--- config.mk ---
export PLATFORM = sky130hd
export DESIGN_NAME = atlas_shelf_packer
export DESIGN_NICKNAME = d
export VERILOG_FILES = /design/src/rtl/core/asp_pkg.sv /design/src/rtl/core/asp_alu.sv /design/src/rtl/core/atlas_shelf_packer.sv
export SDC_FILE = /design/constraint.sdc
export NUM_CORES = 1
export LEC_CHECK = 0
export BUFFER_PORTS_ARGS = -buffer_cell sky130_fd_sc_hd__buf_2
export CORE_MARGIN = 3
export CORE_UTILIZATION = 55
export CTS_BUF_LIST = sky130_fd_sc_hd__clkbuf_4 sky130_fd_sc_hd__clkbuf_8 sky130_fd_sc_hd__clkbuf_16
export DETAILED_ROUTE_END_ITERATION = 16
export PLACE_DENSITY = 0.83
export SLEW_MARGIN = 40
export SYNTH_ARGS = -nofsm -noshare
export SYNTH_HDL_FRONTEND = slang
export SYNTH_SLANG_ARGS = --single-unit
--- constraint.sdc ---
create_clock -name i_clk -period 8.45 [get_ports i_clk]
set_clock_uncertainty 0.15 [all_clocks]
set_input_delay 1.69 -clock i_clk [delete_from_list [all_inputs] [get_ports i_clk]]
set_output_delay 1.69 -clock i_clk [all_outputs]
set_load 0.05 [all_outputs]
--- src/rtl/core/asp_pkg.sv ---
// asp_pkg: shared types and constants of the atlas shelf packer
// used by atlas_shelf_packer and asp_port_checks; no dependencies
`default_nettype none

package asp_pkg;

    // fixed field widths
    localparam int RECT_W     = 16;
    localparam int SIZE_W     = 17;
    localparam int OUT_W      = 22;
    localparam int GROW_W     = 4;
    localparam int STATUS_W   = 2;
    localparam int CFG_IDX_W  = 2;
    localparam int CFG_DATA_W = 17;

    // configuration register indexes
    localparam logic [CFG_IDX_W-1:0] CFG_INIT_W    = 2'd0;
    localparam logic [CFG_IDX_W-1:0] CFG_INIT_H    = 2'd1;
    localparam logic [CFG_IDX_W-1:0] CFG_MAX_GROWS = 2'd2;

    // register values after reset
    localparam logic [SIZE_W-1:0] INIT_W_RST    = 17'd8192;
    localparam logic [SIZE_W-1:0] INIT_H_RST    = 17'd4096;
    localparam logic [GROW_W-1:0] MAX_GROWS_RST = 4'd10;

    // commands
    localparam logic CMD_PLACE   = 1'b0;
    localparam logic CMD_RESTART = 1'b1;

    // result status codes
    localparam logic [STATUS_W-1:0] STAT_PLACED   = 2'd0;
    localparam logic [STATUS_W-1:0] STAT_OVERFLOW = 2'd1;
    localparam logic [STATUS_W-1:0] STAT_RESTART  = 2'd2;

    // sequencer states
    typedef enum logic [2:0] {
        ST_IDLE,
        ST_CALC_X,
        ST_CALC_Y,
        ST_SHELF,
        ST_OUT
    } t_state;

endpackage

`default_nettype wire

--- src/rtl/core/asp_alu.sv ---
// asp_alu: the shared add and compare unit of the shelf packer
// sums two coordinates and checks the sum against a limit; no dependencies
`default_nettype none

module asp_alu #(
    parameter int W = 23
) (
    input  wire logic [W-1:0] i_a,
    input  wire logic [W-1:0] i_b,
    input  wire logic [W-1:0] i_lim,
    output logic      [W-1:0] o_sum,
    output logic              o_le
);

    // operands are zero-extended by the caller so the sum never wraps
    assign o_sum = i_a + i_b;
    assign o_le  = (o_sum <= i_lim);

endmodule

`default_nettype wire

--- src/rtl/core/atlas_shelf_packer.sv ---
// Shelf packer for rectangles in a texture atlas: a place command takes one
// input transfer and gives one result transfer. A rectangle that fits at the
// cursor goes through accept, x compare, y compare and result. Each move to
// the next shelf adds a shelf step and a new x and y compare, and each atlas
// growth adds a new x and y compare, all of it set by the single add and
// compare unit that serves every pass of the placement loop. A restart goes
// from accept straight to the result. The input is stalled from accept until
// the result is transferred. Depends on asp_pkg and asp_alu.
`default_nettype none

module atlas_shelf_packer #(
    parameter int COORD_BITS = 22
) (
    input  wire logic                               i_clk,
    input  wire logic                               i_rst_n,
    // configuration writes
    input  wire logic                               i_cfg_we,
    input  wire logic [asp_pkg::CFG_IDX_W-1:0]      i_cfg_idx,
    input  wire logic [asp_pkg::CFG_DATA_W-1:0]     i_cfg_data,
    // input channel
    input  wire logic                               i_valid,
    output logic                                    o_stall,
    input  wire logic                               i_command,
    input  wire logic [asp_pkg::RECT_W-1:0]         i_rect_width,
    input  wire logic [asp_pkg::RECT_W-1:0]         i_rect_height,
    // result channel
    output logic                                    o_valid,
    input  wire logic                               i_stall,
    output logic      [asp_pkg::OUT_W-1:0]          o_offset_x,
    output logic      [asp_pkg::OUT_W-1:0]          o_offset_y,
    output logic      [asp_pkg::OUT_W-1:0]          o_width_now,
    output logic      [asp_pkg::OUT_W-1:0]          o_height_now,
    output logic      [asp_pkg::STATUS_W-1:0]       o_status
);

    localparam int C     = COORD_BITS;
    localparam int SW    = asp_pkg::SIZE_W;
    localparam int GW    = asp_pkg::GROW_W;
    localparam int SUM_W = ((C > SW) ? C : SW) + 1;
    localparam logic [63:0] CMAX = (64'd1 << C) - 64'd1;

    // initial size: zero taken as one, saturated to the coordinate range
    function automatic logic [C-1:0] f_init_size(input logic [SW-1:0] v);
        logic [63:0] t;
        t = 64'(v);
        if (t == 64'd0) t = 64'd1;
        if (t > CMAX) t = CMAX;
        return t[C-1:0];
    endfunction

    // coordinate to output field width
    function automatic logic [asp_pkg::OUT_W-1:0] f_out(input logic [C-1:0] v);
        logic [63:0] t;
        t = 64'(v);
        return t[asp_pkg::OUT_W-1:0];
    endfunction

    // configuration registers
    logic [SW-1:0]          r_init_w, r_init_h;
    logic [GW-1:0]          r_max_grows;

    // committed layout
    logic [C-1:0]           r_c_cur_x, r_c_cur_y, r_c_row, r_c_atl_w, r_c_atl_h;
    logic [SW-1:0]          r_c_shelf;
    logic [GW-1:0]          r_c_grows;
    logic [C-1:0]           n_c_cur_x, n_c_cur_y, n_c_row, n_c_atl_w, n_c_atl_h;
    logic [SW-1:0]          n_c_shelf;
    logic [GW-1:0]          n_c_grows;

    // working copy for the item in flight
    logic [C-1:0]           r_w_cur_x, r_w_cur_y, r_w_row, r_w_atl_w, r_w_atl_h;
    logic [SW-1:0]          r_w_shelf;
    logic [GW-1:0]          r_w_grows;
    logic [C-1:0]           n_w_cur_x, n_w_cur_y, n_w_row, n_w_atl_w, n_w_atl_h;
    logic [SW-1:0]          n_w_shelf;
    logic [GW-1:0]          n_w_grows;

    // padded rectangle, x pass result and output payload
    logic [SW-1:0]          r_w1, r_h1, n_w1, n_h1;
    logic [C-1:0]           r_mx, n_mx;
    logic                   r_fit_x, n_fit_x;
    logic [C-1:0]           r_ox, r_oy, n_ox, n_oy;
    logic [asp_pkg::STATUS_W-1:0] r_status, n_status;

    asp_pkg::t_state        r_state, n_state;

    // shared unit operands
    logic [SUM_W-1:0]       alu_a, alu_b, alu_lim, alu_sum;
    logic                   alu_le;
    logic                   grow_ok;

    asp_alu #(.W(SUM_W)) u_alu (
        .i_a   (alu_a),
        .i_b   (alu_b),
        .i_lim (alu_lim),
        .o_sum (alu_sum),
        .o_le  (alu_le)
    );

    // operand selection by sequencer step
    always_comb begin
        case (r_state)
            asp_pkg::ST_CALC_X: begin
                alu_a   = SUM_W'(r_w_cur_x);
                alu_b   = SUM_W'(r_w1);
                alu_lim = SUM_W'(r_w_atl_w);
            end
            asp_pkg::ST_CALC_Y: begin
                alu_a   = SUM_W'(r_w_cur_y);
                alu_b   = SUM_W'(r_h1);
                alu_lim = SUM_W'(r_w_atl_h);
            end
            asp_pkg::ST_SHELF: begin
                alu_a   = SUM_W'(r_w_cur_y);
                alu_b   = SUM_W'(r_w_shelf);
                alu_lim = SUM_W'(r_w_atl_h);
            end
            default: begin
                alu_a   = '0;
                alu_b   = '0;
                alu_lim = '0;
            end
        endcase
    end

    // growth allowed: under the limit and the doubled side still in range
    assign grow_ok = (r_w_grows < r_max_grows) &&
                     (r_w_grows[0] ? !r_w_atl_h[C-1] : !r_w_atl_w[C-1]);

    // sequencer: next state and next values
    always_comb begin
        n_state   = r_state;
        n_c_cur_x = r_c_cur_x;
        n_c_cur_y = r_c_cur_y;
        n_c_row   = r_c_row;
        n_c_atl_w = r_c_atl_w;
        n_c_atl_h = r_c_atl_h;
        n_c_shelf = r_c_shelf;
        n_c_grows = r_c_grows;
        n_w_cur_x = r_w_cur_x;
        n_w_cur_y = r_w_cur_y;
        n_w_row   = r_w_row;
        n_w_atl_w = r_w_atl_w;
        n_w_atl_h = r_w_atl_h;
        n_w_shelf = r_w_shelf;
        n_w_grows = r_w_grows;
        n_w1      = r_w1;
        n_h1      = r_h1;
        n_mx      = r_mx;
        n_fit_x   = r_fit_x;
        n_ox      = r_ox;
        n_oy      = r_oy;
        n_status  = r_status;
        case (r_state)
            asp_pkg::ST_IDLE: begin
                if (i_valid) begin
                    if (i_command == asp_pkg::CMD_RESTART) begin
                        n_c_cur_x = '0;
                        n_c_cur_y = '0;
                        n_c_row   = '0;
                        n_c_shelf = '0;
                        n_c_grows = '0;
                        n_c_atl_w = f_init_size(r_init_w);
                        n_c_atl_h = f_init_size(r_init_h);
                        n_ox      = '0;
                        n_oy      = '0;
                        n_status  = asp_pkg::STAT_RESTART;
                        n_state   = asp_pkg::ST_OUT;
                    end else begin
                        n_w_cur_x = r_c_cur_x;
                        n_w_cur_y = r_c_cur_y;
                        n_w_row   = r_c_row;
                        n_w_atl_w = r_c_atl_w;
                        n_w_atl_h = r_c_atl_h;
                        n_w_shelf = r_c_shelf;
                        n_w_grows = r_c_grows;
                        n_w1      = SW'(i_rect_width) + SW'(1);
                        n_h1      = SW'(i_rect_height) + SW'(1);
                        n_state   = asp_pkg::ST_CALC_X;
                    end
                end
            end
            asp_pkg::ST_CALC_X: begin
                n_mx    = alu_sum[C-1:0];
                n_fit_x = alu_le;
                n_state = asp_pkg::ST_CALC_Y;
            end
            asp_pkg::ST_CALC_Y: begin
                if (r_fit_x && alu_le) begin
                    // fits at the cursor: commit the working layout
                    n_c_cur_x = r_mx;
                    n_c_cur_y = r_w_cur_y;
                    n_c_row   = r_w_row;
                    n_c_atl_w = r_w_atl_w;
                    n_c_atl_h = r_w_atl_h;
                    n_c_shelf = (r_h1 > r_w_shelf) ? r_h1 : r_w_shelf;
                    n_c_grows = r_w_grows;
                    n_ox      = r_w_cur_x;
                    n_oy      = r_w_cur_y;
                    n_status  = asp_pkg::STAT_PLACED;
                    n_state   = asp_pkg::ST_OUT;
                end else if (!alu_le || (r_w_cur_x == r_w_row)) begin
                    if (grow_ok) begin
                        // odd growth widens, even growth heightens
                        if (!r_w_grows[0]) begin
                            n_w_row   = r_w_atl_w;
                            n_w_cur_x = r_w_atl_w;
                            n_w_cur_y = '0;
                            n_w_atl_w = {r_w_atl_w[C-2:0], 1'b0};
                        end else begin
                            n_w_row   = '0;
                            n_w_cur_x = '0;
                            n_w_cur_y = r_w_atl_h;
                            n_w_atl_h = {r_w_atl_h[C-2:0], 1'b0};
                        end
                        n_w_shelf = '0;
                        n_w_grows = r_w_grows + GW'(1);
                        n_state   = asp_pkg::ST_CALC_X;
                    end else begin
                        // overflow: committed layout stays as it was
                        n_ox     = '0;
                        n_oy     = '0;
                        n_status = asp_pkg::STAT_OVERFLOW;
                        n_state  = asp_pkg::ST_OUT;
                    end
                end else begin
                    n_state = asp_pkg::ST_SHELF;
                end
            end
            asp_pkg::ST_SHELF: begin
                // next shelf starts below the current one
                n_w_cur_y = alu_sum[C-1:0];
                n_w_cur_x = r_w_row;
                n_w_shelf = '0;
                n_state   = asp_pkg::ST_CALC_X;
            end
            asp_pkg::ST_OUT: begin
                if (!i_stall) begin
                    n_state = asp_pkg::ST_IDLE;
                end
            end
            default: begin
                n_state = asp_pkg::ST_IDLE;
            end
        endcase
    end

    // control state, committed layout and configuration
    always_ff @(posedge i_clk) begin
        if (!i_rst_n) begin
            r_state     <= asp_pkg::ST_IDLE;
            r_init_w    <= asp_pkg::INIT_W_RST;
            r_init_h    <= asp_pkg::INIT_H_RST;
            r_max_grows <= asp_pkg::MAX_GROWS_RST;
            r_c_cur_x   <= '0;
            r_c_cur_y   <= '0;
            r_c_row     <= '0;
            r_c_shelf   <= '0;
            r_c_grows   <= '0;
            r_c_atl_w   <= f_init_size(asp_pkg::INIT_W_RST);
            r_c_atl_h   <= f_init_size(asp_pkg::INIT_H_RST);
        end else begin
            r_state   <= n_state;
            r_c_cur_x <= n_c_cur_x;
            r_c_cur_y <= n_c_cur_y;
            r_c_row   <= n_c_row;
            r_c_shelf <= n_c_shelf;
            r_c_grows <= n_c_grows;
            r_c_atl_w <= n_c_atl_w;
            r_c_atl_h <= n_c_atl_h;
            if (i_cfg_we) begin
                case (i_cfg_idx)
                    asp_pkg::CFG_INIT_W:    r_init_w    <= i_cfg_data;
                    asp_pkg::CFG_INIT_H:    r_init_h    <= i_cfg_data;
                    asp_pkg::CFG_MAX_GROWS: r_max_grows <= i_cfg_data[GW-1:0];
                    default: ;
                endcase
            end
        end
    end

    // working copy and result payload
    always_ff @(posedge i_clk) begin
        r_w_cur_x <= n_w_cur_x;
        r_w_cur_y <= n_w_cur_y;
        r_w_row   <= n_w_row;
        r_w_atl_w <= n_w_atl_w;
        r_w_atl_h <= n_w_atl_h;
        r_w_shelf <= n_w_shelf;
        r_w_grows <= n_w_grows;
        r_w1      <= n_w1;
        r_h1      <= n_h1;
        r_mx      <= n_mx;
        r_fit_x   <= n_fit_x;
        r_ox      <= n_ox;
        r_oy      <= n_oy;
        r_status  <= n_status;
    end

    // handshake and result fields
    assign o_stall      = (r_state != asp_pkg::ST_IDLE);
    assign o_valid      = (r_state == asp_pkg::ST_OUT);
    assign o_offset_x   = f_out(r_ox);
    assign o_offset_y   = f_out(r_oy);
    assign o_width_now  = f_out(r_c_atl_w);
    assign o_height_now = f_out(r_c_atl_h);
    assign o_status     = r_status;

endmodule

`default_nettype wire

==> flow_metrics.env <==
export IMPL_final_hold_vios=0
export IMPL_critical_path_slowest_cell="sky130_fd_sc_hd__dfxtp_2"
export IMPL_worst_setup_hold_path_clk_slew_ps=60
export IMPL_die_width_um=200
export IMPL_ys_warn_count=0
export IMPL_drtAntennaViolNets=0
export IMPL_worst_min_path_class="register to register"
export IMPL_max_freq_ghz=0.135
export IMPL_globalRouteOverflowTotal=0
export IMPL_cts_htree_levels=2
export IMPL_post_synthesis_cell_type_with_the_largest_combined_area="sky130_fd_sc_hd__edfxtp_1"
export IMPL_clock_tree_from_tritoncts="done"
export IMPL_fillers=2929
export IMPL_ff2ff_path_depth=23
export IMPL_drt_iter0_markers=2382
export IMPL_synth_area_um2=20700
export IMPL_synth_top_cells_by_area="sky130_fd_sc_hd__edfxtp_1, sky130_fd_sc_hd__dfxtp_1, sky130_fd_sc_hd__nand2_1, sky130_fd_sc_hd__a21oi_1, sky130_fd_sc_hd__ha_1"
export IMPL_post_synth_top_count_cell="sky130_fd_sc_hd__nand2_1"
export IMPL_max_slew_margin_pct=41.3
export IMPL_vias_per_cell=6.49
export IMPL_critPathRequiredTime_ps=8510
export IMPL_cell_leakage_power_nw=8.99
export IMPL_timing_rr_start="r_state[1]"
export IMPL_synth_cells_most_frequent="sky130_fd_sc_hd__nand2_1, sky130_fd_sc_hd__edfxtp_1, sky130_fd_sc_hd__dfxtp_1"
export IMPL_syn_avg_cell_area_um2=9.58
export IMPL_path_delay_family="compound AO/OA/AOI/OAI gates"
export IMPL_clock_insertion_delay_worst_skew_ps=590
export IMPL_hold_path_endpoint="r_c_row[19]"
export IMPL_critical_path_class="register to register"
export IMPL_synth_flop_cell="sky130_fd_sc_hd__edfxtp_1"
export IMPL_timing_final_ws_setup_ps=1020
export IMPL_syn2layout_area_growth_pct=12.6
export IMPL_synth_cells=2162
export IMPL_critical_path_buf_inv_count=2
export IMPL_finalSetupTns_ps=0
export IMPL_worst_path_largest_cell_delay_ps=660
export IMPL_pwr_density_cell_nw_per_um2=374
export IMPL_post_place_ws_ps=989
export IMPL_floorplan_initialDensity_pct=56.2
export IMPL_antenna_found_initial=1
export IMPL_share_of_final_layout_standard_cells_stronger_than_drive_strength_1_pct=15.2
export IMPL_crit_path_cell_trace="nor2b_1 > buf_4 > a22oi_1 > nor2_1 > ha_1 > a211o_1 > o211ai_1 > or4_1 > nand2_1 > a21o_1 > a21o_1 > a31oi_1 > xnor2_1 > ha_1 > nor2_1 > o311ai_0 > mux2i_1 > o311ai_0 > a41oi_1 > a21oi_1 > inv_2 > a211oi_1 > or2_4"
export IMPL_max_vdd_ir_drop_v=0.000399
export IMPL_worst_slew_pin_slew_ps=874
export IMPL_clockRootBuffer="sky130_fd_sc_hd__clkbuf_16"
export IMPL_cp_end_kind="register"
export IMPL_setup_worst_path_start_class="register"
export IMPL_overall_die_area_um2=40000
export IMPL_synthesis_nets=2279
export IMPL_post_drt_wl_per_cell_um=23.6
export IMPL_detailroute_via_count=17949
export IMPL_crit_start="r_state[1]"
export IMPL_holdCritStartpoint="r_c_row[19]"
export IMPL_cap_viol_max_count=0
export IMPL_setup_violations=0
export IMPL_post_cts_setup_buffer_count=0
export IMPL_yosysSeqAreaShare_pct=50.6
export IMPL_worst_r2r_setup_slack_ps=1020
export IMPL_maximum_number_of_pins_on_one_net_before_global_route_repair=92
export IMPL_arrival_ps=7490
export IMPL_edff_count_synth=234
export IMPL_dr_pass1_iters=6
export IMPL_cts_num_sinks=406
export IMPL_cts_hold_buffers_added=0
export IMPL_finalMaxSlewViolations=0
export IMPL_num_nets_final=2343
export IMPL_register_bit_total_from_synthesis=406
export IMPL_chipHeight_um=200
export IMPL_port_buffers=148
export IMPL_timing_rr_end="o_status[1]"
export IMPL_routed_wirelength_mm=65.3
export IMPL_remaining_drc_errors=0
export IMPL_worstPathMaxFanout=50
export IMPL_period_utilisation_layout_pct=88.0
export IMPL_postSynth_asyncResetShare_pct=0
export IMPL_num_io_pins=149
export IMPL_global_route_usage_total_pct=32.3
export IMPL_place_congestion=1.03
export IMPL_min_path_cells=2
export IMPL_status="finished clean"
export IMPL_grt_first_pass_wirelength_mm=99.6
export IMPL_synthDominantCellAreaShare_pct=33.9
export IMPL_cts_buffers=43
export IMPL_rsz0062_at_grt="no"
export IMPL_cts_resized=0
export IMPL_number_of_distinct_library_cells_after_synthesis=70
export IMPL_core_region_area_um2=36900
export IMPL_grt_pass1_vias=16945
export IMPL_fin_crit_ps=7430
export IMPL_place_detailed_hpwl_mm=44.9
export IMPL_clock_tree_buffer_depth=3
export IMPL_row_count=70
kinds of logic after synthesis:
family	synth area share (%)
simple gates	19.3
compound gates	17.2
xor+xnor	3.09
mux	1.99
fa+ha+maj	3.66
buf+inv	4.14
flops	50.6
worst register-to-register path: stages, from the launching register on:
cell,delay (ps)
sky130_fd_sc_hd__dfxtp_2,660
sky130_fd_sc_hd__nor2b_1,210
sky130_fd_sc_hd__buf_4,240
sky130_fd_sc_hd__a22oi_1,120
sky130_fd_sc_hd__nor2_1,230
sky130_fd_sc_hd__ha_1,230
sky130_fd_sc_hd__a211o_1,110
sky130_fd_sc_hd__o211ai_1,170
sky130_fd_sc_hd__or4_1,620
sky130_fd_sc_hd__nand2_1,260
sky130_fd_sc_hd__a21o_1,180
sky130_fd_sc_hd__a21o_1,140
sky130_fd_sc_hd__a31oi_1,110
sky130_fd_sc_hd__xnor2_1,350
sky130_fd_sc_hd__ha_1,270
sky130_fd_sc_hd__nor2_1,70
sky130_fd_sc_hd__o311ai_0,340
sky130_fd_sc_hd__mux2i_1,160
sky130_fd_sc_hd__o311ai_0,420
sky130_fd_sc_hd__a41oi_1,130
sky130_fd_sc_hd__a21oi_1,500
sky130_fd_sc_hd__inv_2,420
sky130_fd_sc_hd__a211oi_1,380
sky130_fd_sc_hd__or2_4,570
registers in the layout (all words and copies together) (netlist names), 17 cells and up:
register / cells
r_w1: 17
r_w_atl_h: 22
r_w_cur_x: 22
r_w_cur_y: 22
r_w_shelf: 17
r_c_cur_x: 22
r_mx: 22
r_c_row: 22
r_w_row: 22
o_offset_y: 22
r_init_h: 17
o_offset_x: 22
r_w_atl_w: 22
r_h1: 17
r_init_w: 17
o_width_now: 22
r_c_cur_y: 22
r_c_shelf: 17
o_height_now: 22
metal layers:
layer | GRT usage (%) | vias up | part of all wire, %
met5 | 0 | - | 0
met4 | 12.9 | 0 | 4.3
met3 | 8.17 | 168 | 12
met2 | 48.2 | 1083 | 44
met1 | 45.4 | 8644 | 40
li1 | - | 8054 | -
final cells by class:
type,count,area [um2],area share [%]
flip-flops and latches,406,10500,44.9
multi-input cells,1554,9470,40.6
clock buffers,52,1190,5.12
repair buffers,185,1070,4.57
well taps,504,631,2.71
clock inverters,28,334,1.43
inverters,36,143,0.612
diodes,1,2.50,0.0107
power by group:
group	switching, mW	leakage, nW	internal (mW)	total [mW]
clock	0.826	0.750	1.20	2.03
combinational	2.59	4.64	0.993	3.58
sequential	0.459	3.61	2.65	3.11
total	3.88	8.99	4.85	8.72
through the flow:
stage	power (mW)	cell area (um2)	util, %	hold WS (ps)	std cells
5_1_grt	9.10	23300	63.2	330	2765
2_1_floorplan	5.52	20700	-	294	2162
3_5_place_dp	6.60	21800	59.1	308	2685
3_3_place_gp	6.48	21700	58.9	300	2681
6_report	8.72	23300	63.2	317	2766
4_1_cts	8.63	23300	63.2	318	2765
worst max path at each step:
stage	endpoint	slack [ps]	depth (start not counted)
after detailed placement	o_offset_x[7]	990	21
after CTS	o_offset_y[7]	970	21
after global placement	o_offset_x[10]	990	21
final	o_status[1]	1020	23
after floorplan	r_w_cur_x[0]	1000	24
after global routing	o_offset_y[2]	690	23
layout by cell type (no fill, tap or decap), drive strengths merged, types with 21 or more instances in the layout:
master    n
a21oi   170
a22oi    44
a311oi   30
and3     53
buf     185
clkbuf   52
dfxtp   172
edfxtp  234
ha       59
inv      40
mux2i    22
nand2   384
nand2b   27
nand3   139
nand4    42
nor2    106
nor2b    25
nor3     41
o211ai   59
o21ai    83
o22ai    25
xnor2    52
xor2     21
(Power assumes the default switching activity.)
